<file path="src/hw/rtl/prbb_pkg.sv">
`timescale 1ns / 1ps

package prbb_pkg;

  localparam int unsigned PIX_W    = 32;
  localparam int unsigned CH_W     = 8;
  localparam int unsigned NUM_CH   = 3;
  localparam int unsigned NUM_TAP  = 4;
  localparam int unsigned TGT_W    = 22;
  localparam int unsigned DIM_W    = 13;
  localparam int unsigned AREA_W   = 2 * DIM_W;
  localparam int unsigned CFG_IDX_W = 2;

  localparam logic [CFG_IDX_W-1:0] REG_BLEND_ENABLE = 2'd0;
  localparam logic [CFG_IDX_W-1:0] REG_FRAME_WIDTH  = 2'd1;
  localparam logic [CFG_IDX_W-1:0] REG_FRAME_HEIGHT = 2'd2;

  localparam logic [DIM_W-1:0] WIDTH_RST  = 13'd640;
  localparam logic [DIM_W-1:0] HEIGHT_RST = 13'd480;

  localparam logic [PIX_W-1:0] HALF_MASK  = 32'h7f7f7f7f;
  localparam logic [PIX_W-1:0] ALPHA_MASK = 32'hFF000000;

  // corner order: top left, top right, bottom left, bottom right
  localparam int unsigned TAP_TL = 0;
  localparam int unsigned TAP_TR = 1;
  localparam int unsigned TAP_BL = 2;
  localparam int unsigned TAP_BR = 3;

  typedef enum logic [1:0] {
    MODE_BILINEAR = 2'd0,
    MODE_DIRECT   = 2'd1,
    MODE_FWD_MAX  = 2'd2,
    MODE_AVERAGE  = 2'd3
  } mode_e;

  typedef logic [NUM_TAP-1:0][CH_W-1:0] tap_vec_t;

  typedef struct packed {
    mode_e mode;
    logic  blend;
    logic  bil_ok;
    logic  in_rng;
    logic  ent_rng;
  } ctl_t;

  // floor(a * b / 255), exact for all 8-bit operands
  function automatic logic [CH_W-1:0] scale_mul(logic [CH_W-1:0] a, logic [CH_W-1:0] b);
    logic [2*CH_W-1:0] prod;
    logic [2*CH_W:0]   x;
    logic [2*CH_W:0]   q;
    prod = a * b;
    x    = {1'b0, prod} + 17'd1;
    q    = (x + (x >> CH_W)) >> CH_W;
    return q[CH_W-1:0];
  endfunction

endpackage

</file>
<file path="src/hw/rtl/prbb_weight.sv">
`timescale 1ns / 1ps

module prbb_weight #(
  parameter int unsigned FRACTION_BITS = 5
) (
  input  logic                         clk_i,
  input  logic                         en_i,
  input  logic [FRACTION_BITS-1:0]     frac_y_i,
  input  logic [FRACTION_BITS-1:0]     frac_x_i,
  output prbb_pkg::tap_vec_t           weight_o
);
  import prbb_pkg::*;

  localparam int unsigned SHIFT = CH_W - FRACTION_BITS;

  logic [CH_W-1:0] sx, sy, isx, isy;
  tap_vec_t        weight_d, weight_q;

  assign sx  = CH_W'(frac_x_i) << SHIFT;
  assign sy  = CH_W'(frac_y_i) << SHIFT;
  assign isx = 8'd255 - sx;
  assign isy = 8'd255 - sy;

  always_comb begin
    weight_d         = '0;
    weight_d[TAP_TL] = scale_mul(isx, isy);
    weight_d[TAP_TR] = scale_mul(sx, isy);
    weight_d[TAP_BL] = scale_mul(isx, sy);
    weight_d[TAP_BR] = scale_mul(sx, sy);
  end

  always_ff @(posedge clk_i) begin
    if (en_i) begin
      weight_q <= weight_d;
    end
  end

  assign weight_o = weight_q;

endmodule

</file>
<file path="src/hw/rtl/prbb_lane.sv">
`timescale 1ns / 1ps

module prbb_lane (
  input  logic                       clk_i,
  input  logic                       en_i,
  input  prbb_pkg::tap_vec_t         chan_i,
  input  prbb_pkg::tap_vec_t         weight_i,
  output logic [prbb_pkg::CH_W-1:0]  sum_o
);
  import prbb_pkg::*;

  logic [CH_W-1:0] sum_d, sum_q;

  // sum wraps to 8 bits
  always_comb begin
    sum_d = '0;
    for (int k = 0; k < NUM_TAP; k++) begin
      sum_d = sum_d + scale_mul(chan_i[k], weight_i[k]);
    end
  end

  always_ff @(posedge clk_i) begin
    if (en_i) begin
      sum_q <= sum_d;
    end
  end

  assign sum_o = sum_q;

endmodule

</file>
<file path="src/hw/rtl/prbb_merge.sv">
`timescale 1ns / 1ps

module prbb_merge (
  input  logic                                      clk_i,
  input  logic                                      en_i,
  input  prbb_pkg::ctl_t                            ctl_i,
  input  logic [prbb_pkg::NUM_CH-1:0][prbb_pkg::CH_W-1:0] sum_i,
  input  logic [prbb_pkg::PIX_W-1:0]                top_left_i,
  input  logic [prbb_pkg::PIX_W-1:0]                own_i,
  input  logic [prbb_pkg::PIX_W-1:0]                dest_i,
  output logic [prbb_pkg::PIX_W-1:0]                pixel_o,
  output logic                                      write_enable_o
);
  import prbb_pkg::*;

  function automatic logic [PIX_W-1:0] avg_px(logic [PIX_W-1:0] a, logic [PIX_W-1:0] b);
    return ((a >> 1) & HALF_MASK) + ((b >> 1) & HALF_MASK);
  endfunction

  function automatic logic [PIX_W-1:0] max_px(logic [PIX_W-1:0] keep,
                                              logic [PIX_W-1:0] other);
    logic [PIX_W-1:0] r;
    r = keep & ALPHA_MASK;
    for (int c = 0; c < NUM_CH; c++) begin
      r[c*CH_W +: CH_W] = (keep[c*CH_W +: CH_W] > other[c*CH_W +: CH_W]) ?
                          keep[c*CH_W +: CH_W] : other[c*CH_W +: CH_W];
    end
    return r;
  endfunction

  logic [PIX_W-1:0] bil, pull, pixel_d, pixel_q;
  logic             we_d, we_q;

  assign bil = {top_left_i[PIX_W-1 -: CH_W], sum_i[2], sum_i[1], sum_i[0]};

  always_comb begin
    pull    = '0;
    pixel_d = '0;
    we_d    = 1'b1;
    case (ctl_i.mode)
      MODE_BILINEAR: begin
        if (ctl_i.bil_ok) begin
          pull = bil;
        end else if (ctl_i.in_rng) begin
          pull = top_left_i;
        end
        pixel_d = ctl_i.blend ? avg_px(own_i, pull) : pull;
      end
      MODE_DIRECT: begin
        if (ctl_i.ent_rng) begin
          pull = top_left_i;
        end
        pixel_d = ctl_i.blend ? avg_px(own_i, pull) : pull;
      end
      MODE_FWD_MAX: begin
        we_d    = ctl_i.in_rng;
        pixel_d = ctl_i.in_rng ? max_px(own_i, dest_i) : '0;
      end
      MODE_AVERAGE: begin
        pixel_d = avg_px(dest_i, own_i);
      end
      default: begin
        pixel_d = '0;
      end
    endcase
  end

  always_ff @(posedge clk_i) begin
    if (en_i) begin
      pixel_q <= pixel_d;
      we_q    <= we_d;
    end
  end

  assign pixel_o        = pixel_q;
  assign write_enable_o = we_q;

endmodule

</file>
<file path="src/hw/rtl/pixel_remap_bilinear_blender_core.sv">
`timescale 1ns / 1ps

// Map-driven pixel resampler. One word in per clock, one word out per clock when the output
// is not stalled; an accepted word passes weight stage, three channel lanes and merge/output
// register to output valid. The whole pipeline advances whenever the output register is
// empty or being taken, so throughput is one word per cycle under no backpressure. Frame
// size registers feed a registered width*height product, so an item accepted in the cycle
// after a size write already sees the new area. Config writes are always accepted.

module pixel_remap_bilinear_blender_core #(
  parameter int unsigned INDEX_BITS    = 22,
  parameter int unsigned FRACTION_BITS = 5
) (
  input  logic                            clk_i,
  input  logic                            rst_ni,
  input  logic                            s_axis_tvalid,
  output logic                            s_axis_tready,
  // map_entry, pixel_top_left, pixel_top_right, pixel_bottom_left,
  // pixel_bottom_right, own_pixel, dest_pixel
  input  logic [223:0]                    s_axis_tdata,
  // mode
  input  logic [1:0]                      s_axis_tuser,
  output logic                            m_axis_tvalid,
  input  logic                            m_axis_tready,
  // pixel_out, target_index, zero pad
  output logic [55:0]                     m_axis_tdata,
  // write_enable
  output logic [0:0]                      m_axis_tuser,
  input  logic                            cfg_valid_i,
  output logic                            cfg_ready_o,
  input  logic [prbb_pkg::CFG_IDX_W-1:0]  cfg_index_i,
  input  logic [prbb_pkg::DIM_W-1:0]      cfg_data_i
);
  import prbb_pkg::*;

  localparam int unsigned CMP_W = AREA_W + 1;

  logic             blend_q;
  logic [DIM_W-1:0] width_q, height_q;
  logic [AREA_W-1:0] area_q;

  logic en;
  logic v1_q, v2_q, vo_q;

  logic [PIX_W-1:0] entry_in;
  logic [63:0]      entry_ext;
  logic [NUM_TAP-1:0][PIX_W-1:0] pix_in;
  logic [PIX_W-1:0] own_in, dest_in;

  logic [PIX_W-1:0]              entry1_q;
  logic [NUM_TAP-1:0][PIX_W-1:0] pix1_q;
  logic [PIX_W-1:0]              own1_q, dest1_q;
  mode_e                         mode1_q;
  tap_vec_t                      weight1;

  logic [INDEX_BITS-1:0] idx1;
  logic [63:0]           idx_ext;
  logic [TGT_W-1:0]      tgt2_q, tgt_o_q;
  ctl_t                  ctl2_d, ctl2_q;
  logic [PIX_W-1:0]      tl2_q, own2_q, dest2_q;
  logic [NUM_CH-1:0][CH_W-1:0] lane_sum;

  logic [PIX_W-1:0] pixel_out;
  logic             we_out;

  assign cfg_ready_o = 1'b1;

  always_ff @(posedge clk_i or negedge rst_ni) begin
    if (!rst_ni) begin
      blend_q  <= 1'b0;
      width_q  <= WIDTH_RST;
      height_q <= HEIGHT_RST;
    end else if (cfg_valid_i) begin
      case (cfg_index_i)
        REG_BLEND_ENABLE: blend_q  <= cfg_data_i[0];
        REG_FRAME_WIDTH:  width_q  <= cfg_data_i;
        REG_FRAME_HEIGHT: height_q <= cfg_data_i;
        default: ;
      endcase
    end
  end

  always_ff @(posedge clk_i) begin
    area_q <= width_q * height_q;
  end

  assign en            = !vo_q || m_axis_tready;
  assign s_axis_tready = en;

  always_ff @(posedge clk_i or negedge rst_ni) begin
    if (!rst_ni) begin
      v1_q <= 1'b0;
      v2_q <= 1'b0;
      vo_q <= 1'b0;
    end else if (en) begin
      v1_q <= s_axis_tvalid;
      v2_q <= v1_q;
      vo_q <= v2_q;
    end
  end

  assign entry_in  = s_axis_tdata[31:0];
  assign entry_ext = 64'(entry_in);
  assign own_in    = s_axis_tdata[191:160];
  assign dest_in   = s_axis_tdata[223:192];
  always_comb begin
    for (int k = 0; k < NUM_TAP; k++) begin
      pix_in[k] = s_axis_tdata[(k+1)*PIX_W +: PIX_W];
    end
  end

  // stage 1
  always_ff @(posedge clk_i) begin
    if (en) begin
      entry1_q <= entry_in;
      pix1_q   <= pix_in;
      own1_q   <= own_in;
      dest1_q  <= dest_in;
      mode1_q  <= mode_e'(s_axis_tuser);
    end
  end

  prbb_weight #(
    .FRACTION_BITS(FRACTION_BITS)
  ) u_weight (
    .clk_i   (clk_i),
    .en_i    (en),
    .frac_y_i(entry_ext[INDEX_BITS +: FRACTION_BITS]),
    .frac_x_i(entry_ext[INDEX_BITS + FRACTION_BITS +: FRACTION_BITS]),
    .weight_o(weight1)
  );

  // stage 2
  assign idx1    = entry1_q[INDEX_BITS-1:0];
  assign idx_ext = 64'(idx1);

  always_comb begin
    ctl2_d.mode    = mode1_q;
    ctl2_d.blend   = blend_q;
    ctl2_d.bil_ok  = (CMP_W'(idx1) + CMP_W'(width_q) + CMP_W'(1)) < CMP_W'(area_q);
    ctl2_d.in_rng  = CMP_W'(idx1) < CMP_W'(area_q);
    ctl2_d.ent_rng = entry1_q < PIX_W'(area_q);
  end

  always_ff @(posedge clk_i) begin
    if (en) begin
      ctl2_q  <= ctl2_d;
      tl2_q   <= pix1_q[TAP_TL];
      own2_q  <= own1_q;
      dest2_q <= dest1_q;
      tgt2_q  <= idx_ext[TGT_W-1:0];
    end
  end

  for (genvar c = 0; c < NUM_CH; c++) begin : g_lane
    tap_vec_t chan;
    always_comb begin
      for (int k = 0; k < NUM_TAP; k++) begin
        chan[k] = pix1_q[k][c*CH_W +: CH_W];
      end
    end
    prbb_lane u_lane (
      .clk_i   (clk_i),
      .en_i    (en),
      .chan_i  (chan),
      .weight_i(weight1),
      .sum_o   (lane_sum[c])
    );
  end

  // stage 3
  prbb_merge u_merge (
    .clk_i         (clk_i),
    .en_i          (en),
    .ctl_i         (ctl2_q),
    .sum_i         (lane_sum),
    .top_left_i    (tl2_q),
    .own_i         (own2_q),
    .dest_i        (dest2_q),
    .pixel_o       (pixel_out),
    .write_enable_o(we_out)
  );

  always_ff @(posedge clk_i) begin
    if (en) begin
      tgt_o_q <= tgt2_q;
    end
  end

  assign m_axis_tvalid = vo_q;
  assign m_axis_tdata  = {2'b00, tgt_o_q, pixel_out};
  assign m_axis_tuser  = we_out;

  a_ready_rule: assert property (@(posedge clk_i) disable iff (!rst_ni)
    s_axis_tready == (!m_axis_tvalid || m_axis_tready))
    else $error("input ready does not follow output stall");

  a_advance: assert property (@(posedge clk_i) disable iff (!rst_ni)
    (v2_q && en) |=> m_axis_tvalid)
    else $error("word lost between lanes and output");

  a_accept_moves: assert property (@(posedge clk_i) disable iff (!rst_ni)
    (s_axis_tvalid && s_axis_tready) |=> v1_q)
    else $error("accepted word not captured");

  a_no_write_black: assert property (@(posedge clk_i) disable iff (!rst_ni)
    (m_axis_tvalid && !m_axis_tuser[0]) |-> (m_axis_tdata[31:0] == '0))
    else $error("suppressed write carries nonzero pixel");

endmodule
</file>
<file path="config.mk">
export PLATFORM = sky130hd
export DESIGN_NAME = pixel_remap_bilinear_blender_core
export DESIGN_NICKNAME = d
export VERILOG_FILES = /design/src/hw/rtl/prbb_pkg.sv /design/src/hw/rtl/prbb_weight.sv /design/src/hw/rtl/prbb_lane.sv /design/src/hw/rtl/prbb_merge.sv /design/src/hw/rtl/pixel_remap_bilinear_blender_core.sv
export SDC_FILE = /design/constraint.sdc
export NUM_CORES = 2
export LEC_CHECK = 0
export ABC_AREA = 1
export CORE_MARGIN = 1
export CORE_UTILIZATION = 60
export CTS_CLUSTER_DIAMETER = 80
export DETAILED_ROUTE_END_ITERATION = 10
export DONT_BUFFER_PORTS = 1
export GPL_TIMING_DRIVEN = 1
export PLACE_DENSITY_LB_ADDON = 0.25
export SLEW_MARGIN = 10
export SYNTH_ARGS = -nofsm -noshare
export SYNTH_HDL_FRONTEND = slang
export SYNTH_SLANG_ARGS = --single-unit
</file>
<file path="constraint.sdc">
create_clock -name clk_i -period 33.1 [get_ports clk_i]
set_input_delay 4.965 -clock clk_i [delete_from_list [all_inputs] [get_ports clk_i]]
set_output_delay 4.965 -clock clk_i [all_outputs]
set_load 0.05 [all_outputs]
</file>
# Yosys cells after proc, flatten, opt, wreduce, memory -nomap -nowiden
# Index checks and enable logic that the tools add are counted.
# totals
regBits	493
wordCells	129
# op_classes
muxes	12
n_mul	17
n_reduce_logical	7
addsub	48
eq_ne	5
order_cmp	6
# op_table
operator	n
$add A16 B1 Y17 const B	16
$add A16 B9 Y16	16
$mux W32	8
$mul A8 B8 Y16	13
$pmux W32 S4	1
$add A31 B31 Y32	3
$add A8 B8 Y8	9
$lt A32 B26 Y1	1
$lt A22 B26 Y1	1
$lt A24 B26 Y1	1
$mul A13 B13 Y26	1
$add A23 B1 Y24 const B	1
$gt A8 B8 Y1	3
$mux W8	3
$add A22 B13 Y23	1
$sub A8 B8 Y8 const A	2
$mul A5 B8 Y13	1
$mul A8 B5 Y13	1
$mul A5 B5 Y10	1
$eq A2 B2 Y1 const B	3
$reduce_and A2 Y1	3
$eq A2 B1 Y1 const B	2
$logic_not A2 Y1	2
$logic_not A1 Y1	1
$logic_or A1 B1 Y1	1

# Longest topological paths before layout
# depth
ltp_word	6
depth_mapped	55

# Cells and area by module
# Synthesis repeated with hierarchy kept, for this count alone.
# hier_totals
hier_cells	9310
hier_area_um2	71900.2
# modules_own_cells
mod	cells_each	seq_area_each_um2	area_each_um2	n_inst
pixel_remap_bilinear_blender_core	1721	11728.7	20334.5	1
prbb_lane (g_lane[1].u_lane)	1833	240.2	12353.1	1
prbb_lane (g_lane[2].u_lane)	1844	240.2	12341.8	1
prbb_lane (g_lane[0].u_lane)	1770	240.2	12022.8	1
prbb_merge	1185	991.0	7557.2	1
prbb_weight	957	960.9	7290.7	1

# Least setup slack after synthesis
# No wires, ideal clock.
# synth_timing
kind	input-to-output
start	in m_axis_tready
end	out s_axis_tready
setup_slack_ps	13632
cell_stages	2
t_arrival_ps	14503
cell_sequence	inv_1 -> nand2_1
# synth_between
elab_chain_cells	1
# synth_lines
element	line_no	source
start: declaration	pixel_remap_bilinear_blender_core.sv:24	input logic m_axis_tready,
$logic_or A1 B1 Y1	pixel_remap_bilinear_blender_core.sv:87	assign en = !vo_q || m_axis_tready;
end: declaration	pixel_remap_bilinear_blender_core.sv:17	output logic s_axis_tready,
# No other way between the ends.

==> results.toml <==
[run_status]
status = "finished, final reports clean"

[timing]
finalSetupTns_ps = 0
max_freq_ghz = 0.09364
period_share_pct = 32.26
slew_headroom_pct = 25.47
period_minus_slack_ps = 10680
drv_slew = 0
finClkSkew_ps = 35.00
fin_hold_ws_ps = 413.5
worst_pin_slew_ps = 1116
setup_violations = 0
hold_violations = 0
rsz0062_at_grt = "no"

[clock_tree]
htreeDepth = 2
postCtsSetupBuffers = 0
numClockSinks = 491
clk_path_buf_depth = 3
ctsResizeCount = 0
cts_hold_buffers = 0
cts_root_buf = "clkbuf_16"
numCtsBuffers = 58
path_clk_slew_ps = 60
clkLatencyLatePin_ps = 650
cts_tree = "done"

[grt]
antenna_found_initial = 16
grt_util_met1_pct = 36.06
grt_max_degree = 83
grt_pass1_vias = 54487
top_usage_layer = "met2"
grt_overflow = 0
use_met3_pct = 3.460
grt_pass1_wl_um = 268300
grt_usage_pct = 28.66
grt_util_met2_pct = 50.65

[worst_setup_path]
crit_path_frequent_cell = "nand2_1"
cp-end-kind = "flip-flop"
slowest_delay_ps = 730
worstSetupPathType = "input pin to flip-flop"
cp_max_fo = 15
r2r_start = "u_weight.weight_o[28]$_DFFE_PP_"
cp_num_buf_inv = 5
cp.depth = 28
crit_start = "s_axis_tdata[24]"
cp.arrival_ps = 11080
r2r_cells = 42
cp-start-kind = "input pin"
slowest_stage = "fa_1"
path_delay_family = "adder cells"
cp.required_ps = 33500

[cells_and_area]
layout.nets = 10244
final_cells = 9914
area_growth_pct = 4.603
fin_util_pct = 63.29
layout-drive-gt1-share_pct = 2.322

[synth]
synth_area_sq_um = 68060
ys_types = 68
ys_ff_latch = 491
synth_edf_count = 435
synthArstFlopShare_pct = 6.110
synthCells = 8496
synth_seq_area_share_pct = 21.07
synth_flop_cell = "edfxtp_1"
synth_warnings = 0
avgSynthCellArea_sq_um = 8.011

[worst_hold_path]
min_path_cells = 0
worstHoldStart = "tgt2_q[11]$_DFFE_PP_"
worstHoldPathType = "flip-flop to flip-flop"

[die]
num_rows = 123
top_level_ports = 306
die_h_um = 338.8
die_w_um = 338.8
die_area_sq_um = 114800
initial_core_util_pct = 60.50
core_area_sq_um = 112500

[placement]
hpwl_um = 129300
io_buffer_count = 0
placed_cells = 9792
gp_congestion = 0.9180

[route]
avgViaCountPerCell = 5.339
drc_errors = 0
first_pass_iters = 6
detail-route-antenna-nets = 0
wl_per_cell_um = 16.23
drt_iter0_drc = 3420
wl_um = 160900
routed-via-count = 52934

[job]
cap_violations = 0
-- state kept, by name, indices dropped and copies added, names as in the netlist, 6 cells and up --
| name | flops |
|---|---|
| g_lane.u_lane.sum_o | 24 |
| tgt_o_q | 22 |
| tgt2_q | 22 |
| tl2_q | 32 |
| own1_q | 32 |
| ctl2_q | 6 |
| dest1_q | 31 |
| area_q | 26 |
| width_q | 13 |
| pix1_q | 8 |
| entry1_q | 32 |
| u_merge.pixel_o | 32 |
| height_q | 13 |
| dest2_q | 31 |
| own2_q | 32 |
| g_lane.chan | 96 |
| u_weight.weight_o | 32 |
-- worst paths after layout --
| check | to | slack (ps) |
|---|---|---|
| setup / recovery | u_weight.weight_o[7]$_DFFE_PP_ | 22420 |
| hold / removal | tgt_o_q[11]$_DFFE_PP_ | 410 |
| setup reg to reg | g_lane[0].u_lane.sum_o[7]$_DFFE_PP_ | 22520 |
| hold reg to reg | tgt_o_q[11]$_DFFE_PP_ | 410 |
| max in group asynchronous | height_q[8]$_DFFE_PN1P_ | 28900 |
| min in group asynchronous | width_q[4]$_DFFE_PN0P_ | 4020 |
-- worst reg2reg max path: cells and delay by family, from the launching register on --
family | cells | cell delay (ps)
xor gates and xnor gates | 3 | 1510
and+or+nand+nor | 18 | 1740
DFF | 1 | 1080
buffers and inverters | 7 | 790
adders and majority gates | 9 | 4200
AOI/OAI and AO/OA | 5 | 980
-- cell families after synthesis --
| logic type | count (synthesis) | synth area share, % |
|---|---|---|
| AO/OA/AOI/OAI | 832 | 6.943 |
| XOR/XNOR | 318 | 4.223 |
| flip-flops | 491 | 21.07 |
| adder cells (fa/ha/maj) | 1646 | 37.81 |
| multiplexers | 1 | 0.01654 |
| other | 2 | 0.01103 |
| buffers and inverters | 2466 | 13.69 |
| AND/OR/NAND/NOR | 2740 | 16.23 |
-- cell usage in the layout, fill, tap and decap left out, types with 7 or more instances in the layout --
cell type / n
a21oi_1: 404
o211ai_1: 29
or2_2: 9
a31oi_1: 22
nor3_1: 44
nor2_2: 9
a22o_1: 10
xnor2_1: 96
clkbuf_1: 12
clkinv_2: 7
o21ai_1: 14
dfrtp_1: 24
o2111ai_1: 18
xor2_1: 211
nand2_1: 2002
dfxtp_1: 26
nand3b_1: 22
ha_1: 961
o21a_1: 7
edfxtp_1: 435
a21o_1: 19
xor2_2: 9
clkinv_1: 12
o21bai_1: 35
diode_2: 15
a211oi_1: 12
nor2_1: 323
inv_2: 7
nand3_1: 224
o221ai_1: 10
o31ai_1: 7
nand4_1: 65
clkbuf_16: 60
inv_1: 2212
fa_1: 685
nand2_2: 11
o21ai_0: 210
buf_4: 36
-- per-stage QoR --
stage	setup WS, ps	cell area [sq um]
after global routing	21930	71170
after global placement	21860	69260
after detailed placement	21830	69260
after CTS	22420	71160
final	22420	71200
after floorplan	13630	68070
-- final cells by class --
| cell class | count | area (sq um) |
|---|---|---|
| repair buffers | 36 | 270.3 |
| clock buffers | 75 | 1588 |
| fillers | 9661 | 41300 |
| well taps | 1500 | 1877 |
| clock inverters | 32 | 314.1 |
| inverters | 2225 | 8352 |
| multi-input cells | 5540 | 44420 |
| flip-flops and latches | 491 | 14340 |
| diodes | 15 | 37.54 |
-- layer usage --
| layer | wire [um] | vias to the layer above |
|---|---|---|
| li1 | - | 25701 |
| met1 | 66470 | 25438 |
| met2 | 79490 | 1479 |
| met3 | 9455 | 302 |
| met4 | 5389 | 14 |
| met5 | 99 | - |
-- cell usage after synthesis (26+ instances only) --
| cell | n | area share [%] |
|---|---|---|
| inv_1 | 2212 | 12 |
| nand2_1 | 2003 | 11 |
| ha_1 | 961 | 18 |
| fa_1 | 685 | 20 |
| edfxtp_1 | 435 | 19 |
| a21oi_1 | 404 | 3.0 |
| nor2_1 | 324 | 1.8 |
| nand3_1 | 224 | 1.6 |
| xor2_1 | 211 | 2.7 |
| o21ai_0 | 210 | 1.5 |
| clkbuf_1 | 193 | 1.1 |
| xnor2_1 | 96 | 1.2 |
| nand4_1 | 65 | 0.60 |
| nor3_1 | 44 | 0.32 |
| clkbuf_2 | 41 | 0.30 |
| o21bai_1 | 35 | 0.39 |
| o211ai_1 | 29 | 0.32 |
| dfxtp_1 | 26 | 0.76 |
Power is left out: the tool's default activity adds up to more than one toggle a clock period on the data nets, which glitch-free logic cannot reach.
